## src/rtl/dfrq_pkg.sv

```systemverilog
// Shared constants for the direction-filtered ring queue.
// Port widths and operation codes; no dependencies.
package dfrq_pkg;

  localparam int IN_PAY_W  = 32;  // payload port width
  localparam int OUT_PAY_W = 32;  // result payload width
  localparam int COUNT_W   = 5;   // reported count width (wraps modulo 32)

  localparam logic MODE_PUSH = 1'b0;
  localparam logic MODE_POP  = 1'b1;

endpackage

```

## src/rtl/direction_filtered_ring_queue_unit.sv

```systemverilog
// Direction-filtered overwriting ring queue: top level and sequencer.
// Uses dfrq_pkg and the entry memory dfrq_ram.
//
//  channel | ports                                           | handshake
//  --------+-------------------------------------------------+---------------------------
//  input   | in_mode, in_direction, in_payload               | start & !busy
//  result  | out_found, out_overwrote, out_direction,        | out_valid, one cycle,
//          | out_payload, out_matching_count, out_total_count| no back-pressure
//
// Push: completes in the idle state, or via S_PUSH when the queue is full (the
// dropped entry is read back to update the per-direction count). Pop: done in
// the idle state when no entry matches; otherwise the single RAM read port
// walks the ring once, finding the match and then shifting later entries down.
// The result strobe comes the cycle after the last step; busy is high meanwhile.
// Reset (synchronous, rst_n low) empties the queue; entry memory is not cleared.
module direction_filtered_ring_queue_unit #(
  parameter int QUEUE_DEPTH  = 16,
  parameter int PAYLOAD_BITS = 32
) (
  input  logic                            clk,
  input  logic                            rst_n,
  input  logic                            start,
  output logic                            busy,
  input  logic                            in_mode,
  input  logic                            in_direction,
  input  logic [dfrq_pkg::IN_PAY_W-1:0]   in_payload,
  output logic                            out_valid,
  output logic                            out_found,
  output logic                            out_overwrote,
  output logic                            out_direction,
  output logic [dfrq_pkg::OUT_PAY_W-1:0]  out_payload,
  output logic [dfrq_pkg::COUNT_W-1:0]    out_matching_count,
  output logic [dfrq_pkg::COUNT_W-1:0]    out_total_count
);

  import dfrq_pkg::*;

  localparam int IDX_W   = $clog2(QUEUE_DEPTH);
  localparam int CNT_W   = $clog2(QUEUE_DEPTH + 1);
  localparam int ENTRY_W = PAYLOAD_BITS + 1;

  localparam logic [1:0] S_IDLE  = 2'd0;
  localparam logic [1:0] S_PUSH  = 2'd1;  // full push, dropped entry on read port
  localparam logic [1:0] S_SCAN  = 2'd2;  // looking for the oldest match
  localparam logic [1:0] S_SHIFT = 2'd3;  // closing the gap

  function automatic logic [IDX_W-1:0] ptr_inc(input logic [IDX_W-1:0] p);
    return (p == IDX_W'(QUEUE_DEPTH - 1)) ? '0 : p + 1'b1;
  endfunction

  function automatic logic [IDX_W-1:0] ptr_dec(input logic [IDX_W-1:0] p);
    return (p == '0) ? IDX_W'(QUEUE_DEPTH - 1) : p - 1'b1;
  endfunction

  function automatic logic [OUT_PAY_W-1:0] to_out_pay(input logic [PAYLOAD_BITS-1:0] b);
    logic [63:0] wide;
    wide = 64'(b);
    return wide[OUT_PAY_W-1:0];
  endfunction

  // control state
  logic [1:0]       state_r, state_nxt;
  logic [IDX_W-1:0] oldest_r, oldest_nxt;
  logic [IDX_W-1:0] nw_r, nw_nxt;
  logic [CNT_W-1:0] cnt_r, cnt_nxt;
  logic [CNT_W-1:0] ones_r, ones_nxt;
  logic             out_valid_r, out_valid_nxt;

  // working registers
  logic                    dir_r, dir_nxt;
  logic [PAYLOAD_BITS-1:0] pay_r, pay_nxt;
  logic [IDX_W-1:0]        rd_pos_r, rd_pos_nxt;
  logic [IDX_W-1:0]        data_pos_r, data_pos_nxt;
  logic [CNT_W-1:0]        data_idx_r, data_idx_nxt;
  logic [IDX_W-1:0]        wr_pos_r, wr_pos_nxt;
  logic [CNT_W-1:0]        wr_idx_r, wr_idx_nxt;

  // result registers
  logic                 found_r, found_nxt;
  logic                 ovw_r, ovw_nxt;
  logic                 odir_r, odir_nxt;
  logic [OUT_PAY_W-1:0] opay_r, opay_nxt;
  logic [COUNT_W-1:0]   omatch_r, omatch_nxt;
  logic [COUNT_W-1:0]   ototal_r, ototal_nxt;

  // memory port
  logic               ram_we, ram_re;
  logic [IDX_W-1:0]   ram_waddr, ram_raddr;
  logic [ENTRY_W-1:0] ram_wdata, ram_rdata;

  logic               accept;
  logic               full;
  logic [CNT_W-1:0]   match_now;
  logic               rd_dir;
  logic [CNT_W:0]     wr_idx_p2;

  dfrq_ram #(
    .WIDTH (ENTRY_W),
    .DEPTH (QUEUE_DEPTH)
  ) u_store (
    .clk     (clk),
    .wr_en   (ram_we),
    .wr_addr (ram_waddr),
    .wr_data (ram_wdata),
    .rd_en   (ram_re),
    .rd_addr (ram_raddr),
    .rd_data (ram_rdata)
  );

  assign busy      = (state_r != S_IDLE);
  assign accept    = start && !busy;
  assign full      = (cnt_r == CNT_W'(QUEUE_DEPTH));
  assign match_now = in_direction ? ones_r : cnt_r - ones_r;
  assign rd_dir    = ram_rdata[PAYLOAD_BITS];
  assign wr_idx_p2 = {1'b0, wr_idx_r} + (CNT_W + 1)'(2);

  always_comb begin
    state_nxt     = state_r;
    oldest_nxt    = oldest_r;
    nw_nxt        = nw_r;
    cnt_nxt       = cnt_r;
    ones_nxt      = ones_r;
    out_valid_nxt = 1'b0;
    dir_nxt       = dir_r;
    pay_nxt       = pay_r;
    rd_pos_nxt    = rd_pos_r;
    data_pos_nxt  = data_pos_r;
    data_idx_nxt  = data_idx_r;
    wr_pos_nxt    = wr_pos_r;
    wr_idx_nxt    = wr_idx_r;
    found_nxt     = found_r;
    ovw_nxt       = ovw_r;
    odir_nxt      = odir_r;
    opay_nxt      = opay_r;
    omatch_nxt    = omatch_r;
    ototal_nxt    = ototal_r;
    ram_we        = 1'b0;
    ram_waddr     = nw_r;
    ram_wdata     = {dir_r, pay_r};
    ram_re        = 1'b0;
    ram_raddr     = rd_pos_r;

    unique case (state_r)
      S_IDLE: begin
        if (accept) begin
          dir_nxt    = in_direction;
          pay_nxt    = PAYLOAD_BITS'({32'b0, in_payload});
          omatch_nxt = COUNT_W'(match_now);
          odir_nxt   = 1'b0;
          opay_nxt   = '0;
          ovw_nxt    = 1'b0;
          if (in_mode == MODE_PUSH) begin
            found_nxt = 1'b1;
            if (full) begin
              // oldest slot is the write slot; fetch its tag first
              ram_re    = 1'b1;
              ram_raddr = oldest_r;
              state_nxt = S_PUSH;
            end else begin
              ram_we        = 1'b1;
              ram_wdata     = {in_direction, PAYLOAD_BITS'({32'b0, in_payload})};
              nw_nxt        = ptr_inc(nw_r);
              cnt_nxt       = cnt_r + 1'b1;
              ones_nxt      = ones_r + CNT_W'(in_direction);
              ototal_nxt    = COUNT_W'(cnt_r + 1'b1);
              out_valid_nxt = 1'b1;
            end
          end else begin
            if (match_now == '0) begin
              found_nxt     = 1'b0;
              ototal_nxt    = COUNT_W'(cnt_r);
              out_valid_nxt = 1'b1;
            end else begin
              ram_re       = 1'b1;
              ram_raddr    = oldest_r;
              rd_pos_nxt   = ptr_inc(oldest_r);
              data_pos_nxt = oldest_r;
              data_idx_nxt = '0;
              state_nxt    = S_SCAN;
            end
          end
        end
      end

      S_PUSH: begin
        ram_we        = 1'b1;
        ones_nxt      = ones_r - CNT_W'(rd_dir) + CNT_W'(dir_r);
        oldest_nxt    = ptr_inc(oldest_r);
        nw_nxt        = ptr_inc(nw_r);
        ovw_nxt       = 1'b1;
        ototal_nxt    = COUNT_W'(cnt_r);
        out_valid_nxt = 1'b1;
        state_nxt     = S_IDLE;
      end

      S_SCAN: begin
        // read one ahead; the match is guaranteed since the count was nonzero
        ram_re       = 1'b1;
        rd_pos_nxt   = ptr_inc(rd_pos_r);
        data_pos_nxt = rd_pos_r;
        data_idx_nxt = data_idx_r + 1'b1;
        if (rd_dir == dir_r) begin
          odir_nxt = rd_dir;
          opay_nxt = to_out_pay(ram_rdata[PAYLOAD_BITS-1:0]);
          if (data_idx_r + 1'b1 == cnt_r) begin
            found_nxt     = 1'b1;
            cnt_nxt       = cnt_r - 1'b1;
            ones_nxt      = ones_r - CNT_W'(dir_r);
            nw_nxt        = ptr_dec(nw_r);
            ototal_nxt    = COUNT_W'(cnt_r - 1'b1);
            out_valid_nxt = 1'b1;
            state_nxt     = S_IDLE;
          end else begin
            wr_pos_nxt = data_pos_r;
            wr_idx_nxt = data_idx_r;
            state_nxt  = S_SHIFT;
          end
        end
      end

      S_SHIFT: begin
        ram_we     = 1'b1;
        ram_waddr  = wr_pos_r;
        ram_wdata  = ram_rdata;
        ram_re     = 1'b1;
        rd_pos_nxt = ptr_inc(rd_pos_r);
        wr_pos_nxt = ptr_inc(wr_pos_r);
        wr_idx_nxt = wr_idx_r + 1'b1;
        if (wr_idx_p2 == {1'b0, cnt_r}) begin
          found_nxt     = 1'b1;
          cnt_nxt       = cnt_r - 1'b1;
          ones_nxt      = ones_r - CNT_W'(dir_r);
          nw_nxt        = ptr_dec(nw_r);
          ototal_nxt    = COUNT_W'(cnt_r - 1'b1);
          out_valid_nxt = 1'b1;
          state_nxt     = S_IDLE;
        end
      end

      default: begin
        state_nxt = S_IDLE;
      end
    endcase
  end

  always_ff @(posedge clk) begin
    if (!rst_n) begin
      state_r     <= S_IDLE;
      oldest_r    <= '0;
      nw_r        <= '0;
      cnt_r       <= '0;
      ones_r      <= '0;
      out_valid_r <= 1'b0;
    end else begin
      state_r     <= state_nxt;
      oldest_r    <= oldest_nxt;
      nw_r        <= nw_nxt;
      cnt_r       <= cnt_nxt;
      ones_r      <= ones_nxt;
      out_valid_r <= out_valid_nxt;
    end
  end

  always_ff @(posedge clk) begin
    dir_r      <= dir_nxt;
    pay_r      <= pay_nxt;
    rd_pos_r   <= rd_pos_nxt;
    data_pos_r <= data_pos_nxt;
    data_idx_r <= data_idx_nxt;
    wr_pos_r   <= wr_pos_nxt;
    wr_idx_r   <= wr_idx_nxt;
    found_r    <= found_nxt;
    ovw_r      <= ovw_nxt;
    odir_r     <= odir_nxt;
    opay_r     <= opay_nxt;
    omatch_r   <= omatch_nxt;
    ototal_r   <= ototal_nxt;
  end

  assign out_valid          = out_valid_r;
  assign out_found          = found_r;
  assign out_overwrote      = ovw_r;
  assign out_direction      = odir_r;
  assign out_payload        = opay_r;
  assign out_matching_count = omatch_r;
  assign out_total_count    = ototal_r;

  // write pointer must always sit count slots past the oldest entry
  logic [IDX_W:0] chk_sum;
  logic [IDX_W:0] chk_wrap;
  assign chk_sum  = (IDX_W + 1)'(oldest_r) + (IDX_W + 1)'(cnt_r);
  assign chk_wrap = (chk_sum >= (IDX_W + 1)'(QUEUE_DEPTH)) ?
                    chk_sum - (IDX_W + 1)'(QUEUE_DEPTH) : chk_sum;

  a_ring_consistent: assert property (@(posedge clk) disable iff (!rst_n)
    nw_r == chk_wrap[IDX_W-1:0])
    else $error("write pointer out of step with oldest pointer and count");

  a_count_bounds: assert property (@(posedge clk) disable iff (!rst_n)
    (cnt_r <= CNT_W'(QUEUE_DEPTH)) && (ones_r <= cnt_r))
    else $error("entry counts out of range");

  a_fast_push: assert property (@(posedge clk) disable iff (!rst_n)
    (accept && (in_mode == MODE_PUSH) && !full) |=> (out_valid && !busy))
    else $error("non-full push did not complete in one cycle");

  a_strobe_idle: assert property (@(posedge clk) disable iff (!rst_n)
    out_valid |-> (state_r == S_IDLE))
    else $error("result strobe while sequencer busy");

endmodule

```

## src/rtl/dfrq_ram.sv

```systemverilog
// Generic single-write, single-read RAM with registered read data.
// No dependencies.
module dfrq_ram #(
  parameter int WIDTH = 33,
  parameter int DEPTH = 16
) (
  input  logic                     clk,
  input  logic                     wr_en,
  input  logic [$clog2(DEPTH)-1:0] wr_addr,
  input  logic [WIDTH-1:0]         wr_data,
  input  logic                     rd_en,
  input  logic [$clog2(DEPTH)-1:0] rd_addr,
  output logic [WIDTH-1:0]         rd_data
);

  logic [WIDTH-1:0] mem [DEPTH];

  always_ff @(posedge clk) begin
    if (wr_en) begin
      mem[wr_addr] <= wr_data;
    end
    if (rd_en) begin
      rd_data <= mem[rd_addr];
    end
  end

endmodule
```

## config.mk

```make
export PLATFORM = sky130hd
export DESIGN_NAME = direction_filtered_ring_queue_unit
export DESIGN_NICKNAME = d
export VERILOG_FILES = /design/src/rtl/dfrq_pkg.sv /design/src/rtl/direction_filtered_ring_queue_unit.sv /design/src/rtl/dfrq_ram.sv
export SDC_FILE = /design/constraint.sdc
export NUM_CORES = 1
export LEC_CHECK = 0
export BUFFER_PORTS_ARGS = -buffer_cell sky130_fd_sc_hd__buf_2
export CAP_MARGIN = 25
export CELL_PAD_IN_SITES_DETAIL_PLACEMENT = 1
export CELL_PAD_IN_SITES_GLOBAL_PLACEMENT = 2
export CORE_MARGIN = 1.5
export CORE_UTILIZATION = 42
export CTS_BUF_LIST = sky130_fd_sc_hd__clkbuf_8
export CTS_CLUSTER_SIZE = 12
export DETAILED_ROUTE_END_ITERATION = 12
export PLACE_DENSITY = 0.79
export SYNTH_ARGS = -nofsm -noshare
export SYNTH_HDL_FRONTEND = slang
export SYNTH_SLANG_ARGS = --single-unit
```

## constraint.sdc

```tcl
create_clock -name clk -period 8.1 [get_ports clk]
set_clock_uncertainty 0.05 [all_clocks]
set_input_delay 1.215 -clock clk [delete_from_list [all_inputs] [get_ports clk]]
set_output_delay 1.215 -clock clk [all_outputs]
set_load 0.01 [all_outputs]
```

==> out/results.tsv <==
stage	metric	value	unit
outcome	status	finished clean	
yosys	synth_compound_area_share	7.96	%
job	maxCapViolCount	0	
clock_network	cts_tree	done	
critical_path	crit_arrival	5.24	ns
power	p_total	11.4	mW
routing	drt_iter0_markers	1226	
yosys	synthMuxAreaShare	10.8	%
critical_path	crit_buf_inv	2	
critical_path	path_delay_family	compound AO/OA/AOI/OAI gates	
routing	drt-vias-per-instance	5.64	
die	fp.dieW	263	µm
critical_path	slowest_delay	0.67	ns
min_path	holdPathEnd	out_payload[25]$_SDFFCE_PN0P_	
yosys	syn_area_per_cell	16.3	µm²
clock_network	cts_inserted_buffers	112	
min_path	holdCritPathClass	reg -> reg	
place	gp_congestion	0.785	
cells_and_area	seqCellArea	20300	µm²
critical_path	reg2regPathDepth	12	
critical_path	worst_r2r_endpoint	u_store.rd_data[16]$_DFFE_PP_	
cells_and_area	area_growth	13.2	%
place	io_buffers	83	
yosys	ys_types	73	
cells_and_area	n_fill_cell	6548	
clock_network	clkSinkCount	682	
die	start_util	42.3	%
timing	finalSetupViolCount	0	
routing	vias	16165	
yosys	ys_warn_count	0	
yosys	syn-cell-area	28400	µm²
critical_path	worst-setup-path-type	reg -> reg	
power	power_density	354	nW/µm²
critical_path	setup.worst_path.start_class	flip-flop	
place	hpwl	42600	µm
yosys	synth_seq_area_share	71.4	%
timing	rsz0062_at_grt	no	
critical_path	crit_start	cnt_r[0]$_SDFFE_PN0P_	
global_route	grt_max_degree	151	
yosys	synthArstFlopShare	0	%
yosys	synth_top_family_by_area	multiplexers	
yosys	synth_xor_area_share	1.27	%
global_route	overflow	0	
yosys	syn_inst	1742	
power	p_leak	10.9	nW
critical_path	worstPathCellList	inv_1, ha_1, fa_1, xor2_1, a31oi_1, nor2b_1, and4b_1, o211ai_4, buf_12, mux2_2, a22oi_1, nand4_1	
critical_path	crit_path_max_fanout	150	
timing	finalHoldViolations	0	
die	dieArea	69200	µm²
timing	fmax	0.206	GHz
routing	drt-total-wl	73900	µm
critical_path	reg2reg_setup_slack	3.24	ns
clock_network	cts-root-buf	clkbuf_8	
clock_network	cts-resized-gates	0	
yosys	yosys.area_share.simple	4.90	%
routing	drc	0	
cells_and_area	multiInputGateArea	7680	µm²
clock_network	clk_path_buf_depth	3	
clock_network	worstSkewPairLatency	0.71	ns
cells_and_area	drive_gt1_share	26.0	%
clock_network	path_clk_slew	0.06	ns
global_route	grt_pass1_wl	111000	µm
timing	relSlewSlack	26.0	%
timing	post-route-period-util	60.0	%
clock_network	cts_setup_buffers	0	
global_route	grt_use_total	21.4	%
die	io_pins	84	
die	num_rows	95	
power	ir_worst_vdd	0.251	mV
yosys	synth_adder_area_share	1.40	%
timing	min_period	4.86	ns
min_path	hp-start	u_store.rd_data[25]$_DFFE_PP_	
yosys	synth_edf_count	661	
cells_and_area	final_nets	1975	
yosys	syn_nets	1809	
critical_path	critPathCaptureType	flip-flop	
timing	slew_violations	0	
global_route	antenna_found_initial	2	
critical_path	r2r-start	cnt_r[0]$_SDFFE_PN0P_	
critical_path	critPathSlowestCell	buf_12	
routing	routedWlPerCell	25.8	µm
die	core	67000	µm²
timing	tns	0	ns
clock_network	cts_hold_buffers	0	
global_route	first_global_vias	17307	
critical_path	worstPathRequired	8.48	ns
clock_network	h-tree-depth	3	
min_path	hold_depth	1	
die	die_h	263	µm
routing	first_pass_iters	5	
routing	drtAntennaViolNets	0	
yosys	synth-main-ff-cell	edfxtp_1	
yosys	ys_seq_elements	682	
timing	worst_pin_slew	1.10	ns
where the power goes:
part	leakage, nW	switching (mW)	internal (mW)	total [mW]
Combinational	3.45	2.24	1.37	3.60
Sequential	6.25	0.265	4.79	5.05
Clock	1.16	1.35	1.36	2.72
per-stage QoR:
stage | hold slack, ns | std cells | util [%] | setup slack, ns | cell area, µm²
3_5_place_dp | 0.484 | 2664 | 45.0 | 3.00 | 30100
2_1_floorplan | 0.426 | 1742 | - | 3.25 | 28400
6_report | 0.508 | 2867 | 47.9 | 3.24 | 32100
3_3_place_gp | 0.457 | 2659 | 44.8 | 3.15 | 30000
5_1_grt | 0.526 | 2867 | 47.9 | 3.00 | 32100
4_1_cts | 0.496 | 2863 | 47.9 | 3.22 | 32100
synthesized netlist by cell type (3+ instances only):
master    number  area share, %
a21oi_1       30           0.53
nor2b_1       10           0.22
buf_1          8           0.11
xnor2_1       22           0.68
ha_1          27            1.2
nand3_1       14           0.25
o22a_1        33            1.0
inv_1         29           0.38
nand2b_1       5           0.11
buf_2         10           0.18
mux2_2       199            7.9
fa_1           3           0.21
dfxtp_1       21            1.5
nand4_1       33           0.73
nor3_1        10           0.18
and2_1        39           0.86
buf_6         10           0.40
mux2i_1       75            2.6
clkbuf_1      47           0.62
nor4_1         3          0.066
a211oi_1      11           0.29
o211ai_1       3          0.079
nor2_1        70           0.93
a31oi_1        7           0.15
nand2_1       70           0.93
a21o_1         8           0.21
or3_1          3          0.066
a22oi_1      135            3.6
xor2_1        14           0.43
buf_4         23           0.61
mux2_1         6           0.24
edfxtp_1     661             70
nand4b_1       3          0.093
o21ai_0       53           0.93
metal layers:
metal  part of all wire [%]  global-route usage [%]  wire (µm)
met5                      0                       0          0
met2                     50                    35.9      36600
met3                    4.4                    3.36       3220
met4                    1.9                    6.47       1420
met1                     44                    28.7      32600
flip-flops by register name (all words and copies together) (netlist names), 5 cells and up:
register            count
u_store.mem           528
u_store.rd_data        33
out_payload            32
pay_r                  32
cnt_r                   5
data_idx_r              5
ones_r                  5
out_matching_count      5
out_total_count         5
wr_idx_r                5
kinds of logic after synthesis:
logic type                 count (synthesis)
AOI/OAI and AO/OA                        310
xor gates and xnor gates                  38
adders and majority gates                 30
buffers and inverters                    127
DFF                                      682
muxes                                    280
and+or+nand+nor                          275
placed cells by master (no fill, tap or decap), drive strengths merged, types with 22 or more instances in the layout:
| cell | instances |
|---|---|
| a21oi | 30 |
| buf | 150 |
| o21ai | 54 |
| xnor2 | 22 |
| edfxtp | 661 |
| nand2 | 70 |
| mux2i | 75 |
| clkbuf | 114 |
| nand4 | 33 |
| clkinv | 39 |
| inv | 72 |
| a22oi | 135 |
| mux2 | 205 |
| ha | 27 |
| nor2 | 71 |
| and2 | 39 |
| o22a | 33 |
worst register-to-register path, delay by kind of cell, from the launching register on:
family,cells,cell delay [ns]
compound gates,3,1.01
fa+ha+maj,2,0.70
simple gates,3,0.61
buf+inv,2,0.88
xor+xnor,1,0.20
mux,1,0.59
flops,1,0.54
final cells by class:
cell class,instances,area share (%)
well taps,873,3.40
multi-input cells,933,23.9
repair buffers,150,3.15
inverters,29,0.339
clock buffers,114,4.88
diodes,1,0.00779
flip-flops and latches,682,63.1
clock inverters,85,1.27
how the worst max path moves through the flow:
stage	end	slack, ns	cells after the start
finish	u_store.rd_data[16]$_DFFE_PP_	3.24	12
detailed placement	u_store.mem[2][18]$_DFFE_PP_	3.00	12
global placement	u_store.mem[11][15]$_DFFE_PP_	3.15	12
floorplan	u_store.mem[5][0]$_DFFE_PP_	3.25	8
CTS	u_store.rd_data[8]$_DFFE_PP_	3.22	12
global route	u_store.rd_data[12]$_DFFE_PP_	3.00	12
(Power assumes the default switching activity.)
